`src/rtl/usbsr_pkg.sv`:
```
// Shared types, codes and constants of the USB standard request responder.
package usbsr_pkg;

    localparam int unsigned TdataInW  = 72;
    localparam int unsigned TuserInW  = 3;
    localparam int unsigned TdataOutW = 16;
    localparam int unsigned TuserOutW = 2;
    localparam int unsigned CfgAddrW  = 3;
    localparam int unsigned CfgDataW  = 8;

    typedef enum logic [2:0] {
        MODE_SETUP     = 3'd0,
        MODE_BUS_RESET = 3'd1,
        MODE_SUSPEND   = 3'd2,
        MODE_RESUME    = 3'd3,
        MODE_EP0_DONE  = 3'd4,
        MODE_POWER_OFF = 3'd5
    } t_mode;

    typedef enum logic [1:0] {
        ACT_NONE  = 2'd0,
        ACT_ACK   = 2'd1,
        ACT_STALL = 2'd2,
        ACT_SEND  = 2'd3
    } t_action;

    typedef enum logic [1:0] {
        XFER_OK      = 2'd0,
        XFER_ABORTED = 2'd1,
        XFER_FAILED  = 2'd2
    } t_xfer_status;

    typedef enum logic [CfgAddrW-1:0] {
        CFG_RWU_SUPPORTED = 3'd0,
        CFG_DEVICE_LEN    = 3'd1,
        CFG_CONFIG_LEN    = 3'd2,
        CFG_LANG_LEN      = 3'd3,
        CFG_MANUF_LEN     = 3'd4,
        CFG_PRODUCT_LEN   = 3'd5,
        CFG_IFACE_LEN     = 3'd6,
        CFG_EP_LEN        = 3'd7
    } t_cfg_index;

    // Standard request codes.
    localparam logic [7:0] REQ_GET_STATUS     = 8'd0;
    localparam logic [7:0] REQ_CLEAR_FEATURE  = 8'd1;
    localparam logic [7:0] REQ_SET_FEATURE    = 8'd3;
    localparam logic [7:0] REQ_SET_ADDRESS    = 8'd5;
    localparam logic [7:0] REQ_GET_DESCRIPTOR = 8'd6;
    localparam logic [7:0] REQ_GET_CONFIG     = 8'd8;
    localparam logic [7:0] REQ_SET_CONFIG     = 8'd9;

    // Request types.
    localparam logic [7:0] RT_OUT_DEVICE   = 8'h00;
    localparam logic [7:0] RT_OUT_ENDPOINT = 8'h02;
    localparam logic [7:0] RT_IN_DEVICE    = 8'h80;
    localparam logic [7:0] RT_IN_IFACE     = 8'h81;
    localparam logic [7:0] RT_IN_ENDPOINT  = 8'h82;

    // Descriptor types.
    localparam logic [7:0] DESC_DEVICE   = 8'd1;
    localparam logic [7:0] DESC_CONFIG   = 8'd2;
    localparam logic [7:0] DESC_STRING   = 8'd3;
    localparam logic [7:0] DESC_IFACE    = 8'd4;
    localparam logic [7:0] DESC_ENDPOINT = 8'd5;

    localparam logic [7:0]  EP_IN1          = 8'h81;
    localparam logic [15:0] FEAT_EP_HALT    = 16'd0;
    localparam logic [15:0] FEAT_REMOTE_WU  = 16'd1;
    localparam logic [15:0] CONFIG_NONE     = 16'd0;
    localparam logic [15:0] CONFIG_ONE      = 16'd1;

    // Response selections.
    localparam logic [3:0] SEL_DEV_STATUS    = 4'd0;
    localparam logic [3:0] SEL_DEV_STATUS_WU = 4'd1;
    localparam logic [3:0] SEL_IFACE_STATUS  = 4'd2;
    localparam logic [3:0] SEL_EP_ACTIVE     = 4'd3;
    localparam logic [3:0] SEL_EP_HALTED     = 4'd4;
    localparam logic [3:0] SEL_DEVICE_DESC   = 4'd5;
    localparam logic [3:0] SEL_CONFIG_DESC   = 4'd6;
    localparam logic [3:0] SEL_LANG_STRING   = 4'd7;
    localparam logic [3:0] SEL_MANUF_STRING  = 4'd8;
    localparam logic [3:0] SEL_PROD_STRING   = 4'd9;
    localparam logic [3:0] SEL_IFACE_DESC    = 4'd10;
    localparam logic [3:0] SEL_EP_DESC       = 4'd11;
    localparam logic [3:0] SEL_CONFIG_UNCONF = 4'd12;
    localparam logic [3:0] SEL_CONFIG_CONF   = 4'd13;

    localparam logic [7:0] STATUS_SIZE = 8'd2;
    localparam logic [7:0] CONFIG_SIZE = 8'd1;

    typedef struct packed {
        logic [1:0]  transfer_status;
        logic [15:0] req_length;
        logic [15:0] req_index;
        logic [15:0] req_value;
        logic [7:0]  request_code;
        logic [7:0]  request_type;
    } t_setup;

    typedef struct packed {
        logic configured;
        logic wakeup_on;
        logic ep_halted;
        logic suspend;
    } t_flags;

    typedef struct packed {
        logic       rwu_supported;
        logic [7:0] device_len;
        logic [7:0] config_len;
        logic [7:0] lang_len;
        logic [7:0] manuf_len;
        logic [7:0] product_len;
        logic [7:0] iface_len;
        logic [7:0] ep_len;
    } t_cfg;

    typedef struct packed {
        t_action    action;
        logic [3:0] response_select;
        logic [7:0] send_length;
        t_flags     flags;
    } t_result;

endpackage

```
`src/rtl/usbsr_cfg_regs.sv`:
```
// Configuration register file of the USB standard request responder.
module usbsr_cfg_regs
    import usbsr_pkg::*;
(
    input  logic                i_clk,
    input  logic                i_rst_n,
    input  logic                i_cfg_we,
    input  logic [CfgAddrW-1:0] i_cfg_addr,
    input  logic [CfgDataW-1:0] i_cfg_data,
    output t_cfg                o_cfg
);

    t_cfg r_cfg;

    always_ff @(posedge i_clk) begin
        if (!i_rst_n) begin
            r_cfg.rwu_supported <= 1'b1;
            r_cfg.device_len    <= 8'd18;
            r_cfg.config_len    <= 8'd32;
            r_cfg.lang_len      <= 8'd4;
            r_cfg.manuf_len     <= 8'd16;
            r_cfg.product_len   <= 8'd16;
            r_cfg.iface_len     <= 8'd9;
            r_cfg.ep_len        <= 8'd7;
        end else if (i_cfg_we) begin
            case (t_cfg_index'(i_cfg_addr))
                CFG_RWU_SUPPORTED: r_cfg.rwu_supported <= i_cfg_data[0];
                CFG_DEVICE_LEN:    r_cfg.device_len    <= i_cfg_data;
                CFG_CONFIG_LEN:    r_cfg.config_len    <= i_cfg_data;
                CFG_LANG_LEN:      r_cfg.lang_len      <= i_cfg_data;
                CFG_MANUF_LEN:     r_cfg.manuf_len     <= i_cfg_data;
                CFG_PRODUCT_LEN:   r_cfg.product_len   <= i_cfg_data;
                CFG_IFACE_LEN:     r_cfg.iface_len     <= i_cfg_data;
                CFG_EP_LEN:        r_cfg.ep_len        <= i_cfg_data;
                default:           r_cfg <= r_cfg;
            endcase
        end
    end

    assign o_cfg = r_cfg;

endmodule

```
`src/rtl/usbsr_decode.sv`:
```
// Event decoder: computes the result and the next device flags for one event.
module usbsr_decode
    import usbsr_pkg::*;
(
    input  logic [2:0] i_mode,
    input  t_setup     i_setup,
    input  t_flags     i_flags,
    input  t_cfg       i_cfg,
    output t_result    o_result,
    output t_flags     o_next_flags
);

    logic       send;
    logic [3:0] sel;
    logic [7:0] size;
    t_action    act;
    t_flags     nf;
    logic [7:0] idx_lo;
    logic [7:0] val_hi;
    logic [7:0] val_lo;
    logic       set_bit;

    assign idx_lo  = i_setup.req_index[7:0];
    assign val_hi  = i_setup.req_value[15:8];
    assign val_lo  = i_setup.req_value[7:0];
    assign set_bit = (i_setup.request_code == REQ_SET_FEATURE);

    always_comb begin
        send = 1'b0;
        sel  = SEL_DEV_STATUS;
        size = 8'd0;
        act  = ACT_NONE;
        nf   = i_flags;
        case (t_mode'(i_mode))
            MODE_SETUP: begin
                case (i_setup.request_code)
                    REQ_GET_STATUS: begin
                        act  = ACT_STALL;
                        size = STATUS_SIZE;
                        if (i_setup.request_type == RT_IN_DEVICE && idx_lo == 8'd0) begin
                            send = 1'b1;
                            sel  = i_flags.wakeup_on ? SEL_DEV_STATUS_WU : SEL_DEV_STATUS;
                        end else if (i_setup.request_type == RT_IN_IFACE
                                     && i_flags.configured && idx_lo == 8'd0) begin
                            send = 1'b1;
                            sel  = SEL_IFACE_STATUS;
                        end else if (i_setup.request_type == RT_IN_ENDPOINT) begin
                            if (idx_lo == 8'd0) begin
                                send = 1'b1;
                                sel  = SEL_EP_ACTIVE;
                            end else if (i_flags.configured && idx_lo == EP_IN1) begin
                                send = 1'b1;
                                sel  = i_flags.ep_halted ? SEL_EP_HALTED : SEL_EP_ACTIVE;
                            end
                        end
                    end
                    REQ_CLEAR_FEATURE, REQ_SET_FEATURE: begin
                        act = ACT_STALL;
                        if (i_setup.request_type == RT_OUT_ENDPOINT) begin
                            if (i_setup.req_value == FEAT_EP_HALT
                                && i_setup.req_index == {8'd0, EP_IN1}) begin
                                nf.ep_halted = set_bit;
                                act          = ACT_ACK;
                            end
                        end else if (i_setup.request_type == RT_OUT_DEVICE) begin
                            if (i_cfg.rwu_supported && i_setup.req_value == FEAT_REMOTE_WU) begin
                                nf.wakeup_on = set_bit;
                                act          = ACT_ACK;
                            end
                        end
                    end
                    REQ_SET_ADDRESS: begin
                        act = ACT_NONE;
                    end
                    REQ_GET_DESCRIPTOR: begin
                        act = ACT_STALL;
                        if (i_setup.request_type == RT_IN_DEVICE) begin
                            case (val_hi)
                                DESC_DEVICE: begin
                                    send = 1'b1;
                                    sel  = SEL_DEVICE_DESC;
                                    size = i_cfg.device_len;
                                end
                                DESC_CONFIG: begin
                                    send = 1'b1;
                                    sel  = SEL_CONFIG_DESC;
                                    size = i_cfg.config_len;
                                end
                                DESC_STRING: begin
                                    if (val_lo == 8'd0) begin
                                        send = 1'b1;
                                        sel  = SEL_LANG_STRING;
                                        size = i_cfg.lang_len;
                                    end else if (val_lo == 8'd1) begin
                                        send = 1'b1;
                                        sel  = SEL_MANUF_STRING;
                                        size = i_cfg.manuf_len;
                                    end else if (val_lo == 8'd2) begin
                                        send = 1'b1;
                                        sel  = SEL_PROD_STRING;
                                        size = i_cfg.product_len;
                                    end
                                end
                                DESC_IFACE: begin
                                    if (val_lo == 8'd0) begin
                                        send = 1'b1;
                                        sel  = SEL_IFACE_DESC;
                                        size = i_cfg.iface_len;
                                    end
                                end
                                DESC_ENDPOINT: begin
                                    if (val_lo == 8'd1) begin
                                        send = 1'b1;
                                        sel  = SEL_EP_DESC;
                                        size = i_cfg.ep_len;
                                    end
                                end
                                default: begin
                                    send = 1'b0;
                                end
                            endcase
                        end
                    end
                    REQ_GET_CONFIG: begin
                        send = 1'b1;
                        sel  = i_flags.configured ? SEL_CONFIG_CONF : SEL_CONFIG_UNCONF;
                        size = CONFIG_SIZE;
                    end
                    REQ_SET_CONFIG: begin
                        act = ACT_STALL;
                        if (i_setup.request_type == RT_OUT_DEVICE
                            && i_setup.req_index == 16'd0
                            && i_setup.req_length == 16'd0) begin
                            if (i_setup.req_value == CONFIG_ONE) begin
                                nf.ep_halted  = 1'b0;
                                nf.configured = 1'b1;
                                act           = ACT_ACK;
                            end else if (i_setup.req_value == CONFIG_NONE) begin
                                nf.configured = 1'b0;
                                act           = ACT_ACK;
                            end
                        end
                    end
                    default: begin
                        act = ACT_STALL;
                    end
                endcase
            end
            MODE_BUS_RESET: begin
                nf.configured = 1'b0;
                nf.suspend    = 1'b0;
                act           = ACT_ACK;
            end
            MODE_SUSPEND: begin
                nf.suspend = 1'b1;
            end
            MODE_RESUME: begin
                nf.suspend = 1'b0;
            end
            MODE_EP0_DONE: begin
                case (t_xfer_status'(i_setup.transfer_status))
                    XFER_OK:      act = ACT_ACK;
                    XFER_ABORTED: act = ACT_NONE;
                    default:      act = ACT_STALL;
                endcase
            end
            MODE_POWER_OFF: begin
                nf.configured = 1'b0;
            end
            default: begin
                act = ACT_NONE;
            end
        endcase
    end

    always_comb begin
        o_result.action          = act;
        o_result.response_select = SEL_DEV_STATUS;
        o_result.send_length     = 8'd0;
        o_result.flags           = nf;
        if (send) begin
            o_result.action          = ACT_SEND;
            o_result.response_select = sel;
            o_result.send_length     = (i_setup.req_length < {8'd0, size})
                                       ? i_setup.req_length[7:0] : size;
        end
    end

    assign o_next_flags = nf;

endmodule

```
`src/rtl/usb_standard_request_responder.sv`:
```
// Top level of the USB standard request responder: input stage, decoder, result stage.
//
// Each beat on the slave stream is one device event: tuser carries the event
// mode and tdata carries the setup fields and the EP0 transfer status. Each
// event yields exactly one result beat on the master stream: tuser carries the
// action and tdata carries the response selection, the clipped send length and
// the four device flags as they stand after the event.
// An accepted event is held in an input register, decoded combinationally
// and stored in a result register, which presents the result beat. One
// event per cycle is sustained while the receiver keeps m_axis_tready high;
// the device flags are updated as an event moves into the result register,
// so the next event is decoded against them without a bubble.
// When the receiver stalls, the result register holds its beat and the input
// register keeps one more event; s_axis_tready falls only once both are full.
// The configuration port writes one register per cycle on i_cfg_we and
// should be used while no event is in flight.
// Reset clears both stages, all four flags and restores the register defaults.
module usb_standard_request_responder
    import usbsr_pkg::*;
(
    input  logic                 i_clk,
    input  logic                 i_rst_n,
    input  logic                 s_axis_tvalid,
    output logic                 s_axis_tready,
    // Fields from bit 0: request_type, request_code, req_value, req_index,
    // req_length, transfer_status, zero fill.
    input  logic [TdataInW-1:0]  s_axis_tdata,
    // Fields from bit 0: mode.
    input  logic [TuserInW-1:0]  s_axis_tuser,
    output logic                 m_axis_tvalid,
    input  logic                 m_axis_tready,
    // Fields from bit 0: response_select, send_length, configured_flag,
    // wakeup_enabled, in_ep_halted, suspend_requested.
    output logic [TdataOutW-1:0] m_axis_tdata,
    // Fields from bit 0: action.
    output logic [TuserOutW-1:0] m_axis_tuser,
    input  logic                 i_cfg_we,
    input  logic [CfgAddrW-1:0]  i_cfg_addr,
    input  logic [CfgDataW-1:0]  i_cfg_data
);

    logic       r_in_valid;
    logic [2:0] r_in_mode;
    t_setup     r_in_setup;
    logic       r_out_valid;
    t_result    r_out;
    t_flags     r_flags;

    t_cfg       cfg;
    t_result    dec_result;
    t_flags     n_flags;
    logic       advance;
    logic       in_take;

    assign advance       = r_in_valid && (!r_out_valid || m_axis_tready);
    assign s_axis_tready = !r_in_valid || advance;
    assign in_take       = s_axis_tvalid && s_axis_tready;

    usbsr_cfg_regs u_cfg (
        .i_clk      (i_clk),
        .i_rst_n    (i_rst_n),
        .i_cfg_we   (i_cfg_we),
        .i_cfg_addr (i_cfg_addr),
        .i_cfg_data (i_cfg_data),
        .o_cfg      (cfg)
    );

    usbsr_decode u_decode (
        .i_mode       (r_in_mode),
        .i_setup      (r_in_setup),
        .i_flags      (r_flags),
        .i_cfg        (cfg),
        .o_result     (dec_result),
        .o_next_flags (n_flags)
    );

    always_ff @(posedge i_clk) begin
        if (!i_rst_n) begin
            r_in_valid  <= 1'b0;
            r_out_valid <= 1'b0;
            r_flags     <= '0;
        end else begin
            if (in_take) begin
                r_in_valid <= 1'b1;
            end else if (advance) begin
                r_in_valid <= 1'b0;
            end
            if (advance) begin
                r_out_valid <= 1'b1;
                r_flags     <= n_flags;
            end else if (m_axis_tready) begin
                r_out_valid <= 1'b0;
            end
        end
    end

    always_ff @(posedge i_clk) begin
        if (in_take) begin
            r_in_mode  <= s_axis_tuser;
            r_in_setup <= t_setup'(s_axis_tdata[$bits(t_setup)-1:0]);
        end
        if (advance) begin
            r_out <= dec_result;
        end
    end

    assign m_axis_tvalid = r_out_valid;
    assign m_axis_tuser  = r_out.action;
    assign m_axis_tdata  = {r_out.flags.suspend, r_out.flags.ep_halted,
                            r_out.flags.wakeup_on, r_out.flags.configured,
                            r_out.send_length, r_out.response_select};

`ifndef ASSERT_OFF
    a_nodata_zero: assert property (@(posedge i_clk) disable iff (!i_rst_n)
        (r_out_valid && r_out.action != ACT_SEND)
        |-> (r_out.response_select == SEL_DEV_STATUS && r_out.send_length == 8'd0))
        else $error("result without data carries a selection or length");

    a_len_clipped: assert property (@(posedge i_clk) disable iff (!i_rst_n)
        advance |=> ({8'd0, r_out.send_length} <= $past(r_in_setup.req_length)))
        else $error("send length exceeds requested length");

    a_bus_reset: assert property (@(posedge i_clk) disable iff (!i_rst_n)
        (advance && r_in_mode == MODE_BUS_RESET)
        |=> (r_out.action == ACT_ACK && !r_flags.configured && !r_flags.suspend))
        else $error("bus reset did not acknowledge and clear flags");

    a_flags_match: assert property (@(posedge i_clk) disable iff (!i_rst_n)
        r_out_valid |-> (r_out.flags.configured == r_flags.configured || r_in_valid))
        else $error("reported configured flag out of step with state");
`endif

endmodule

```
`config.mk`:
```
export PLATFORM = sky130hd
export DESIGN_NAME = usb_standard_request_responder
export DESIGN_NICKNAME = d
export VERILOG_FILES = /design/src/rtl/usbsr_pkg.sv /design/src/rtl/usbsr_cfg_regs.sv /design/src/rtl/usbsr_decode.sv /design/src/rtl/usb_standard_request_responder.sv
export SDC_FILE = /design/constraint.sdc
export NUM_CORES = 1
export LEC_CHECK = 0
export ABC_AREA = 1
export BUFFER_PORTS_ARGS = -buffer_cell sky130_fd_sc_hd__buf_2
export CAP_MARGIN = 30
export CORE_ASPECT_RATIO = 0.75
export CORE_MARGIN = 2
export CORE_UTILIZATION = 45
export CTS_BUF_LIST = sky130_fd_sc_hd__clkbuf_4 sky130_fd_sc_hd__clkbuf_8
export DETAILED_ROUTE_END_ITERATION = 10
export PLACE_DENSITY = 0.62
export SLEW_MARGIN = 10
export SYNTH_ARGS = -nofsm -noshare
export SYNTH_HDL_FRONTEND = slang
export SYNTH_SLANG_ARGS = --single-unit
```
`constraint.sdc`:
```
create_clock -name i_clk -period 4 [get_ports i_clk]
set_input_delay 0.2 -clock i_clk [delete_from_list [all_inputs] [get_ports i_clk]]
set_output_delay 0.2 -clock i_clk [all_outputs]
set_load 0.005 [all_outputs]
```
# After elaboration in Yosys (flattened, before gate mapping)
# Cells that the tools add are included.
# op_classes
addsub,0
n_mul,0
div_mod_pow,0
n_lt_le_gt_ge,1
n_eq_ne,33
shifts,0
muxes,70
bitwise_logic,0
reduce_logical,40
# ops
cell,count
$mux W8,8
$logic_not A16 Y1,3
$mux W4,11
$eq A8 B2 Y1 const B,5
$pmux W8 S5,1
$eq A8 B3 Y1 const B,4
$eq A8 B8 Y1 const B,4
$logic_not A8 Y1,4
$mux W1,30
$eq A8 B1 Y1 const B,3
$pmux W8 S3,1
$pmux W4 S5,1
$eq A3 B3 Y1 const B,6
$reduce_and A2 Y1,9
$eq A16 B1 Y1 const B,1
$eq A16 B8 Y1 const B,1
$eq A8 B4 Y1 const B,2
$lt A16 B8 Y1,1
$mux W2,8
$eq A3 B2 Y1 const B,4
$pmux W2 S3,2
$pmux W4 S3,1
$logic_and A1 B1 Y1,10
$reduce_or A2 Y1,5
other kinds (12),19
# word_totals
ff_bits,150
latchBits,0
mem_bits_rw,0
mem_bits_ro,0
input_bits,91
out_inout_bits,20
word_cells,172
n_memories,0

# Logic depth before layout (Yosys ltp)
# Gate-level depths: netlist of run 1.
# logic_depth
ltp_word,10
depth_mapped,22
ltp_nobuf,21

# Hierarchy
# A second synthesis of run 1 with hierarchy kept.
# hier_totals
hier_cells,812
hier_area_um2,6925.4
# by_module_without_submodules
module,instances,cells_each,area_per_inst_um2,seq_area_each_um2
usb_standard_request_responder,1,125,2887.8,2732.6
usbsr_cfg_regs,1,321,2285.9,1141.1
usbsr_decode,1,366,1751.7,0.0

# Least setup slack after synthesis of run 1
# OpenSTA, ideal clock, no wires.
# synth_timing
path_kind,flip-flop to flip-flop
start,register r_in_setup[17] in the netlist's numbering
end,"register r_out (netlist bit m_axis_tdata[10]), data pin"
setup_ns,0.253
arrival_time_ns,2.593
required_ns,3.747
setup_slack_ns,1.154
path_stages_with_launch,19
path_buffers,2
synth_period_minus_slack_ns,2.846
path_cell_list,edfxtp_1 -> inv_1 -> nand2_1 -> nor2_1 -> nand2_1 -> inv_1 -> clkbuf_1 -> a22o_1 -> a22oi_1 -> nand3_1 -> nand2_1 -> ha_1 -> a21oi_1 -> o21bai_1 -> a211oi_1 -> nand2_4 -> buf_6 -> nor2_1 -> nor2_1
# synth_via
elab_chain_len,10
elab_cells_between_ends,23
cone_classes,order compare (1); eq/ne (2); mux (19); reduce/logical (1)
# synth_lines
element,line,text
from (decl),usb_standard_request_responder.sv:44,t_setup r_in_setup;
from (signal assigned),usb_standard_request_responder.sv:100,r_in_setup <= t_setup'(s_axis_tdata[$bits(t_setup)-1:0]);
$eq A8 B2 Y1,usbsr_decode.sv:98,end else if (val_lo == 8'd2) begin
$mux W8,usbsr_decode.sv:98,
$mux W8,usbsr_decode.sv:94,end else if (val_lo == 8'd1) begin
$mux W8,usbsr_decode.sv:90,if (val_lo == 8'd0) begin
$pmux W8 S5,usbsr_decode.sv:78,case (val_hi)
$mux W8,usbsr_decode.sv:77,if (i_setup.request_type == RT_IN_DEVICE) begin
$pmux W8 S3,usbsr_decode.sv:36,case (i_setup.request_code)
$mux W8,usbsr_decode.sv:34,case (t_mode'(i_mode))
$lt A16 B8 Y1,usbsr_decode.sv:184,"o_result.send_length = (i_setup.req_length < {8'd0, size})"
$mux W8,usbsr_decode.sv:185,? i_setup.req_length[7:0] : size;
to (signal assigned),usb_standard_request_responder.sv:103,r_out <= dec_result;
to (decl),usb_standard_request_responder.sv:46,t_result r_out;
# Parallel ways exist; a longest one is shown, timed or not.
# A chain may end at the register's enable or synchronous reset.

# Worst setup path in the final report of run 1
# layout_timing
start,register r_in_setup[17] in the netlist's numbering
end,"register r_out (netlist bit m_axis_tdata[7]), data pin"
# The elaborated chain is that of the path after synthesis.

==> impl_metrics.env, run 1 <==
export IMPL_status="finished, final reports clean"
export IMPL_p_int_uw=2466
export IMPL_wl_per_cell_um=15.11
export IMPL_synth_common_cells="159 x nor2_1, 125 x nand2_1, 87 x edfxtp_1, 66 x inv_1, 63 x dfxtp_1"
export IMPL_synth_area_leader_cell="edfxtp_1"
export IMPL_worst_pin_slew_ns=0.9092
export IMPL_initial_core_util_pct=45.55
export IMPL_crit_buf_inv=2
export IMPL_stdcell_count=1111
export IMPL_clkLatencyLatePin_ns=0.44
export IMPL_dp_cells=1010
export IMPL_detailed_place_area_um2=7259
export IMPL_relSlewSlack_pct=39.39
export IMPL_worstPathMaxFanout=16
export IMPL_grt_max_degree=59
export IMPL_setup_violations=0
export IMPL_crit_slowest_cell="edfxtp_1"
export IMPL_post_synth_top_count_cell="nor2_1"
export IMPL_pwr_share_comb_pct=7.6
export IMPL_async_flop_share_pct=0
export IMPL_min_period_ns=3.293
export IMPL_ant_nets=0
export IMPL_clkSinkCount=150
export IMPL_cpLargestDelayFamily="simple AND/OR/NAND/NOR gates"
export IMPL_tritoncts_num_buffers=17
export IMPL_peakVddDrop_mv=0.2335
export IMPL_min_period_over_period_pct=82.32
export IMPL_path_cells="inv_1, nand2_1, nor2_1, nand2_1, inv_1, nand2_1, nor2_1, a221oi_1, nand3_1, nand2_1, ha_1, a21oi_1, o21bai_1, a211oi_1, nand2_4, nor2_1, nor2_1"
export IMPL_stdcell_area_um2=8371
export IMPL_rows=38
export IMPL_cap_violations=0
export IMPL_grt_pass1_wl_mm=26.81
export IMPL_drt_initial_drc_count=406
export IMPL_p_total_uw=3217
export IMPL_synthesis_area_um2=6519
export IMPL_synth_top_area_share_pct=40.08
export IMPL_power_switching_uw=750.5
export IMPL_synth_top_cells_by_area="edfxtp_1 40%, dfxtp_1 19%, nor2_1 9.2%"
export IMPL_dp_hpwl_mm=11.48
export IMPL_gp_congestion=0.8601
export IMPL_synth_edf_count=87
export IMPL_finalMaxSlewViolations=0
export IMPL_hold_class="in2reg"
export IMPL_fin_tns_setup_ns=0
export IMPL_hold_buffers=69
export IMPL_worstSetupPathType="reg2reg"
export IMPL_syn_area_per_cell_um2=9.130
export IMPL_hold_ws_ns=0.05083
export IMPL_clk_pin_slew_ns=0.08
export IMPL_synth_cells=714
export IMPL_pwr_share_seq_pct=54.4
export IMPL_synth_cell_type_count=35
export IMPL_finClkSkew_ns=0.01178
export IMPL_tritoncts="done"
export IMPL_grt_overflow=0
export IMPL_portBuffers=104
export IMPL_diodes=0
export IMPL_io_pin_count=111
export IMPL_core_um2=14310
export IMPL_fmax_ghz=0.3037
export IMPL_first_pass_iters=5
export IMPL_drc=0
export IMPL_power_density_nw_per_um2=384.3
export IMPL_cp_start_kind="flop"
export IMPL_ctsRootBufferMaster="clkbuf_8"
export IMPL_die_height_um=108.2
export IMPL_drt_total_wl_mm=16.78
export IMPL_cts_resized=0
export IMPL_leakage_uw=0.003614
export IMPL_antenna_found_initial=0
export IMPL_clkPwrFrac_pct=38.0
export IMPL_final_nets=996
export IMPL_cp_required_ns=4.19
export IMPL_cts_buffer_depth=2
export IMPL_crit_path_max_incr_delay_ns=0.42
export IMPL_final_layout_size_suffix_gt1_share_pct=18.44
export IMPL_synth_seq_cells=150
export IMPL_ys_warn_count=0
export IMPL_dieArea_um2=15470
export IMPL_swShare_pct=23.33
export IMPL_cts_setup_buffers=0
export IMPL_vias_per_cell=4.977
export IMPL_htreeDepth=4
export IMPL_hold_violations=0
export IMPL_die_x_um=143.0
export IMPL_rsz0062_at_grt="false"
export IMPL_cp_arrival_ns=3.49
export IMPL_track_usage_pct=22.67
export IMPL_cp_end_kind="flop"
export IMPL_ys_seq_area_share_pct=59.42
export IMPL_synth_net_count=812
export IMPL_grt_pass1_vias=5461
export IMPL_syn2layout_area_growth_pct=28.41
export IMPL_synthFlopType="edfxtp_1"
export IMPL_vias=5529
[area by class of cell]
type	count	area [µm²]
fill	1240	5941
sequential	150	3874
multi-input combinational	483	2333
timing repair buffer	175	1226
inverter	71	266.5
tap	200	250.2
clock buffer	19	249.0
clock inverter	13	171.4
[flip-flops by register name, indices dropped and copies added (netlist names)]
register,count
r_flags,4
r_in_valid,1
r_in_mode,3
m_axis_tuser,2
u_cfg.o_cfg,57
m_axis_tvalid,1
r_in_setup,66
m_axis_tdata,16
[tightest hold or removal path, stage by stage]
cell	delay [ns]
buf_2	0.07
inv_1	0.04
nand2_1	0.07
a21oi_1	0.06
[cell usage in the layout (no fill, tap or decap), types with 9 or more instances in the layout]
cell type        n
nor4_1           9
nand2_1        125
inv_1           65
nor2_1         159
o21ai_0         60
buf_2          104
dfxtp_1         63
nand3_1         38
a22o_1           9
dlygate4sd3_1   69
edfxtp_1        87
a21oi_1         16
clkbuf_8        17
[per-stage QoR]
step	setup WS, ns	utilization [%]
floorplan	1.154	-
global placement	0.7982	50.73
detailed placement	0.7051	50.73
CTS	0.7032	58.49
global route	0.3465	58.49
finish	0.7072	58.49
[routing by layer]
metal  global-route usage, %  part of all wire [%]  up-vias
met3                   5.979                   6.5        8
met5                       0                     0        -
met4                   4.809                  0.54        0
met2                   35.51                    45      169
li1                        -                     -     2778
met1                   31.94                    48     2574
[power by group through the flow]
stage / clock, µW / combinational [µW] / sequential [µW]
floorplan: 0 / 96.0 / 1780
global placement: 0 / 180 / 1780
detailed placement: 0 / 187 / 1780
CTS: 1240 / 239 / 1750
global route: 1320 / 272 / 1760
finish: 1220 / 244 / 1750
[final timing paths]
| kind | slack, ns | cells past startpoint | from | endpoint |
|---|---|---|---|---|
| hold / removal | 0.05 | 4 | m_axis_tready | m_axis_tvalid$_SDFFE_PN0P_ |
| hold reg to reg | 0.47 | 2 | u_cfg.o_cfg[49]$_SDFFE_PN1P_ | u_cfg.o_cfg[49]$_SDFFE_PN1P_ |
| setup reg to reg | 0.71 | 17 | r_in_setup[17]$_DFFE_PP_ | m_axis_tdata[7]$_SDFFCE_PN0P_ |
| setup / recovery | 0.71 | 17 | r_in_setup[17]$_DFFE_PP_ | m_axis_tdata[7]$_SDFFCE_PN0P_ |
[cell families after synthesis]
group | after synthesis | share of synthesized area, %
buffers and inverters | 81 | 4.779
flip-flops | 150 | 59.42
AND/OR/NAND/NOR | 368 | 24.59
adder cells (fa/ha/maj) | 7 | 1.344
AO/OA/AOI/OAI | 108 | 9.866
Power figures use the tool's default switching activity.
==> run 2: changes to the inputs <==
--- a/config.mk
+++ b/config.mk
@@ -13,7 +13,7 @@
 export CORE_UTILIZATION = 45
 export CTS_BUF_LIST = sky130_fd_sc_hd__clkbuf_4 sky130_fd_sc_hd__clkbuf_8
 export DETAILED_ROUTE_END_ITERATION = 10
-export PLACE_DENSITY = 0.62
+export PLACE_DENSITY = 0.65
 export SLEW_MARGIN = 10
 export SYNTH_ARGS = -nofsm -noshare
 export SYNTH_HDL_FRONTEND = slang
==> constraint.sdc (replaced) <==
create_clock -name i_clk -period 3 [get_ports i_clk]
set_input_delay 0.15 -clock i_clk [delete_from_list [all_inputs] [get_ports i_clk]]
set_output_delay 0.15 -clock i_clk [all_outputs]
set_load 0.005 [all_outputs]
==> impl_metrics.env, run 2 (synthesized netlist as in run 1, its figures left out) <==
export IMPL_status="finished, final reports clean"
export IMPL_diodes=0
export IMPL_drc=0
export IMPL_portBuffers=104
export IMPL_hold_ws_ns=0.05941
export IMPL_initial_core_util_pct=45.55
export IMPL_hold_class="in2reg"
export IMPL_stdcell_count=1152
export IMPL_die_height_um=108.2
export IMPL_path_cells="nor2_1, nand2_1, inv_1, nand2_1, inv_2, a22o_1, a21oi_1, nand4_1, nand2_2, ha_1, inv_1, o21bai_1, a211oi_2, buf_4, nand2_8, nor2_1, nor2_1"
export IMPL_gp_congestion=0.8717
export IMPL_first_pass_iters=5
export IMPL_die_x_um=143.0
export IMPL_clkSinkCount=150
export IMPL_fmax_ghz=0.3548
export IMPL_layout_common_cells="155 x nor2_1, 120 x nand2_1, 104 x buf_2"
export IMPL_relSlewSlack_pct=49.60
export IMPL_worst_pin_slew_ns=0.7552
export IMPL_grt_overflow=0
export IMPL_multi_input_area_um2=2439
export IMPL_track_usage_pct=22.62
export IMPL_worstSetupPathType="reg2reg"
export IMPL_final_layout_size_suffix_gt1_share_pct=24.26
export IMPL_clk_pin_slew_ns=0.09
export IMPL_leakage_uw=0.003831
export IMPL_power_density_nw_per_um2=487.6
export IMPL_finalMaxSlewViolations=0
export IMPL_tritoncts_num_buffers=17
export IMPL_ctsRootBufferMaster="clkbuf_8"
export IMPL_clkLatencyLatePin_ns=0.45
export IMPL_cp_start_kind="flop"
export IMPL_regMostFlops="r_in_setup"
export IMPL_layout_commonest_cell="nor2_1"
export IMPL_regArea_um2=3874
export IMPL_crit_top_cell="nor2_1"
export IMPL_cp_arrival_ns=3.02
export IMPL_dp_hpwl_mm=11.63
export IMPL_grt_pass1_wl_mm=26.92
export IMPL_tritoncts="done"
export IMPL_crit_path_max_incr_delay_ns=0.39
export IMPL_syn2layout_area_growth_pct=34.86
export IMPL_core_um2=14310
export IMPL_setup_violations=0
export IMPL_peakVddDrop_mv=0.3235
export IMPL_ant_nets=0
export IMPL_fillCellCount=1213
export IMPL_dieArea_um2=15470
export IMPL_cp_required_ns=3.20
export IMPL_rows=38
export IMPL_htreeDepth=4
export IMPL_min_period_over_period_pct=93.95
export IMPL_min_period_ns=2.819
export IMPL_drt_total_wl_mm=17.21
export IMPL_largest_reg_flops=66
export IMPL_drt_initial_drc_count=411
export IMPL_wl_per_cell_um=14.93
export IMPL_grt_pass1_vias=5558
export IMPL_cts_buffer_depth=2
export IMPL_crit_slowest_cell="edfxtp_1"
export IMPL_cpLargestDelayFamily="simple AND/OR/NAND/NOR gates"
export IMPL_dp_cells=1032
export IMPL_finClkSkew_ns=0.01444
export IMPL_antenna_found_initial=0
export IMPL_hold_violations=0
export IMPL_worstPathMaxFanout=16
export IMPL_cp_end_kind="flop"
export IMPL_crit_buf_inv=4
export IMPL_grt_max_degree=56
export IMPL_vias_per_cell=4.970
export IMPL_fin_tns_setup_ns=0
export IMPL_vias=5725
export IMPL_final_nets=1037
export IMPL_io_pin_count=111
export IMPL_cap_violations=0
-- run 2: layout make-up --
| type | instances | area share, % |
|---|---|---|
| Tap cell | 200 | 2.847 |
| Sequential cell | 150 | 44.06 |
| Inverter | 71 | 3.060 |
| Timing Repair Buffer | 215 | 17.59 |
| Clock buffer | 17 | 2.662 |
| Multi-Input combinational cell | 484 | 27.74 |
| Clock inverter | 15 | 2.035 |
-- run 2: final timing paths --
check,from,end,slack (ns),cells after the start
max,r_in_setup[23]$_DFFE_PP_,m_axis_tdata[4]$_SDFFCE_PN0P_,0.18,17
min,i_cfg_addr[0],u_cfg.o_cfg[56]$_SDFFE_PN1P_,0.06,5
max reg2reg,r_in_setup[23]$_DFFE_PP_,m_axis_tdata[4]$_SDFFCE_PN0P_,0.18,17
min reg2reg,u_cfg.o_cfg[3]$_SDFFE_PN0P_,u_cfg.o_cfg[3]$_SDFFE_PN0P_,0.47,2
-- run 2: layer usage --
metal  track usage [%]  vias up  routed length, µm
li1                  -     2859                  -
met1             30.64     2648               7854
met2             36.53      194               7895
met3             4.783       24               1156
met4             7.355        0                298
met5                 0        -                  0
-- run 2: stage by stage --
step | util (%) | setup WS [ns] | power [µW] | area [µm²]
floorplan | - | 0.1545 | 2496 | 6519
global placement | 51.97 | 0.1127 | 2622 | 7437
detailed placement | 51.97 | 0.05818 | 2635 | 7437
CTS | 59.89 | 0.04099 | 4301 | 8571
global route | 61.43 | -0.04801 | 4441 | 8791
finish | 61.43 | 0.1814 | 4287 | 8791
-- run 2: where the power goes --
group          switching (µW)  internal (µW)  total (µW)
Sequential               51.6           2280        2330
Combinational             177            163         341
Clock                     784            828        1610
-- run 2: tightest hold or removal path: cells and delay by family --
kind,cells,cell delay (ns)
simple gates,4,0.21
buf+inv,1,0.13
-- run 2: repair_timing --
| item | in CTS | in global routing |
|---|---|---|
| hold buffers | 72 | 0 |
| hold endpoints to repair | 72 | 0 |
| setup endpoints to repair | 0 | 8 |
| gates resized for setup | 0 | 28 |
| setup buffers | 0 | 16 |
==> run 3: changes to the inputs <==
--- a/config.mk
+++ b/config.mk
@@ -13,7 +13,7 @@
 export CORE_UTILIZATION = 45
 export CTS_BUF_LIST = sky130_fd_sc_hd__clkbuf_4 sky130_fd_sc_hd__clkbuf_8
 export DETAILED_ROUTE_END_ITERATION = 10
-export PLACE_DENSITY = 0.65
+export PLACE_DENSITY = 0.62
 export SLEW_MARGIN = 10
 export SYNTH_ARGS = -nofsm -noshare
 export SYNTH_HDL_FRONTEND = slang
==> constraint.sdc (replaced) <==
create_clock -name i_clk -period 3.6 [get_ports i_clk]
set_input_delay 0.18 -clock i_clk [delete_from_list [all_inputs] [get_ports i_clk]]
set_output_delay 0.18 -clock i_clk [all_outputs]
set_load 0.005 [all_outputs]
==> impl_metrics.env, run 3 (synthesized netlist as in run 1, its figures left out) <==
export IMPL_path_cells="inv_1, nand2_1, nor2_1, nand2_1, inv_1, nand2_1, nor2_1, a221oi_1, nand3_1, nand2_1, ha_1, a21oi_1, o21bai_1, a211oi_1, nand2_4, nor2_1, nor2_1"
export IMPL_cap_violations=0
export IMPL_crit_buf_inv=2
export IMPL_rsz0062_at_grt="false"
export IMPL_stdcell_count=1118
export IMPL_crit_path_max_incr_delay_ns=0.41
export IMPL_hold_class="in2reg"
export IMPL_use_met3_pct=6.377
export IMPL_min_period_over_period_pct=87.86
export IMPL_min_period_ns=3.163
export IMPL_portBuffers=104
export IMPL_dieArea_um2=15470
export IMPL_relSlewSlack_pct=38.91
export IMPL_crit_slowest_cell="edfxtp_1"
export IMPL_final_nets=1003
export IMPL_rows=38
export IMPL_core_um2=14310
export IMPL_cp_start_kind="flop"
export IMPL_regMostFlops="r_in_setup"
export IMPL_tritoncts="done"
export IMPL_fmax_ghz=0.3161
export IMPL_gr_max_usage_layer="met2"
export IMPL_initial_core_util_pct=45.55
export IMPL_peakVddDrop_mv=0.2627
export IMPL_fillCellCount=1259
export IMPL_layout_commonest_cell="nor2_1"
export IMPL_leakage_uw=0.003653
export IMPL_grt_overflow=0
export IMPL_status="finished, final reports clean"
export IMPL_worstSetupPathType="reg2reg"
export IMPL_dp_cells=1015
export IMPL_clk_pin_slew_ns=0.08
export IMPL_drc=0
export IMPL_final_layout_size_suffix_gt1_share_pct=18.85
export IMPL_layout_common_cells="159 x nor2_1, 125 x nand2_1, 104 x buf_2"
export IMPL_grt_pass1_vias=5446
export IMPL_diodes=0
export IMPL_tritoncts_num_buffers=17
export IMPL_setup_violations=0
export IMPL_ctsRootBufferMaster="clkbuf_8"
export IMPL_clkLatencyLatePin_ns=0.46
export IMPL_dp_hpwl_mm=11.58
export IMPL_antenna_found_initial=0
export IMPL_drt_initial_drc_count=373
export IMPL_clkSinkCount=150
export IMPL_cp_required_ns=3.82
export IMPL_finalMaxSlewViolations=0
export IMPL_cp_arrival_ns=3.38
export IMPL_hold_violations=0
export IMPL_finClkSkew_ns=0.01075
export IMPL_worst_pin_slew_ns=0.9164
export IMPL_htreeDepth=4
export IMPL_vias_per_cell=5.055
export IMPL_track_usage_pct=22.86
export IMPL_ant_nets=0
export IMPL_cts_buffer_depth=2
export IMPL_wl_per_cell_um=15.06
export IMPL_fin_tns_setup_ns=0
export IMPL_first_pass_iters=5
export IMPL_grt_util_met2_pct=35.41
export IMPL_cts_resized=0
export IMPL_grt_pass1_wl_mm=26.92
export IMPL_cpLargestDelayFamily="simple AND/OR/NAND/NOR gates"
export IMPL_cp_end_kind="flop"
export IMPL_drt_total_wl_mm=16.83
export IMPL_grtUsageMet1_pct=31.68
export IMPL_grt_max_degree=59
export IMPL_largest_reg_flops=66
export IMPL_worstPathMaxFanout=16
export IMPL_die_height_um=108.2
export IMPL_power_density_nw_per_um2=424.1
export IMPL_io_pin_count=111
export IMPL_vias=5652
export IMPL_syn2layout_area_growth_pct=29.16
export IMPL_gp_congestion=0.8536
export IMPL_die_x_um=143.0
-- run 3: power breakdown --
| group | switching, µW | leakage, µW | total [µW] | internal (µW) |
|---|---|---|---|---|
| clock | 666 | 0.000208 | 1350 | 689 |
| sequential | 41.6 | 0.00135 | 1940 | 1900 |
| combinational | 142 | 0.00209 | 272 | 130 |
| total | 850 | 0.00365 | 3570 | 2720 |
-- run 3: worst paths after layout --
check	cells past startpoint	end	start	slack (ns)
max	17	m_axis_tdata[5]$_SDFFCE_PN0P_	r_in_setup[19]$_DFFE_PP_	0.44
min	5	u_cfg.o_cfg[56]$_SDFFE_PN1P_	i_cfg_addr[2]	0.07
max reg2reg	17	m_axis_tdata[5]$_SDFFCE_PN0P_	r_in_setup[19]$_DFFE_PP_	0.44
min reg2reg	2	u_cfg.o_cfg[4]$_SDFFE_PN0P_	u_cfg.o_cfg[4]$_SDFFE_PN0P_	0.46
-- run 3: area by class of cell --
cell class	instances	area, µm²	share of cell area [%]
clock buffer	17	234.0	2.779
clock inverter	15	177.7	2.110
inverter	71	266.5	3.165
multi-input combinational	483	2333	27.72
sequential	150	3874	46.01
tap	200	250.2	2.972
timing repair buffer	182	1284	15.25
-- run 3: through the flow --
step | utilization (%) | total power, µW | setup slack [ns] | area [µm²] | hold slack [ns]
floorplan | - | 2080 | 0.7545 | 6519 | 0.2789
global placement | 50.99 | 2181 | 0.5327 | 7297 | 0.3559
detailed placement | 50.99 | 2192 | 0.4825 | 7297 | 0.3581
CTS | 58.83 | 3589 | 0.4575 | 8419 | 0.04469
global route | 58.83 | 3701 | 0.02574 | 8419 | 0.05205
finish | 58.83 | 3571 | 0.4369 | 8419 | 0.06884
-- run 3: routing by layer --
layer	vias up	part of all wire, %
met5	-	0
met1	2637	46
met3	18	7.2
met4	0	1.4
met2	205	45
li1	2792	-
-- run 3: repair_timing --
| action | CTS | global route |
|---|---|---|
| endpoints found under the hold margin | 71 | 0 |
| setup buffers | 0 | 0 |
| hold buffers | 71 | 0 |
-- run 3: worst min-delay path, delay by kind of cell --
kind / cells / cell delay (ns)
AND/OR/NAND/NOR: 4 / 0.22
buffers and inverters: 1 / 0.09
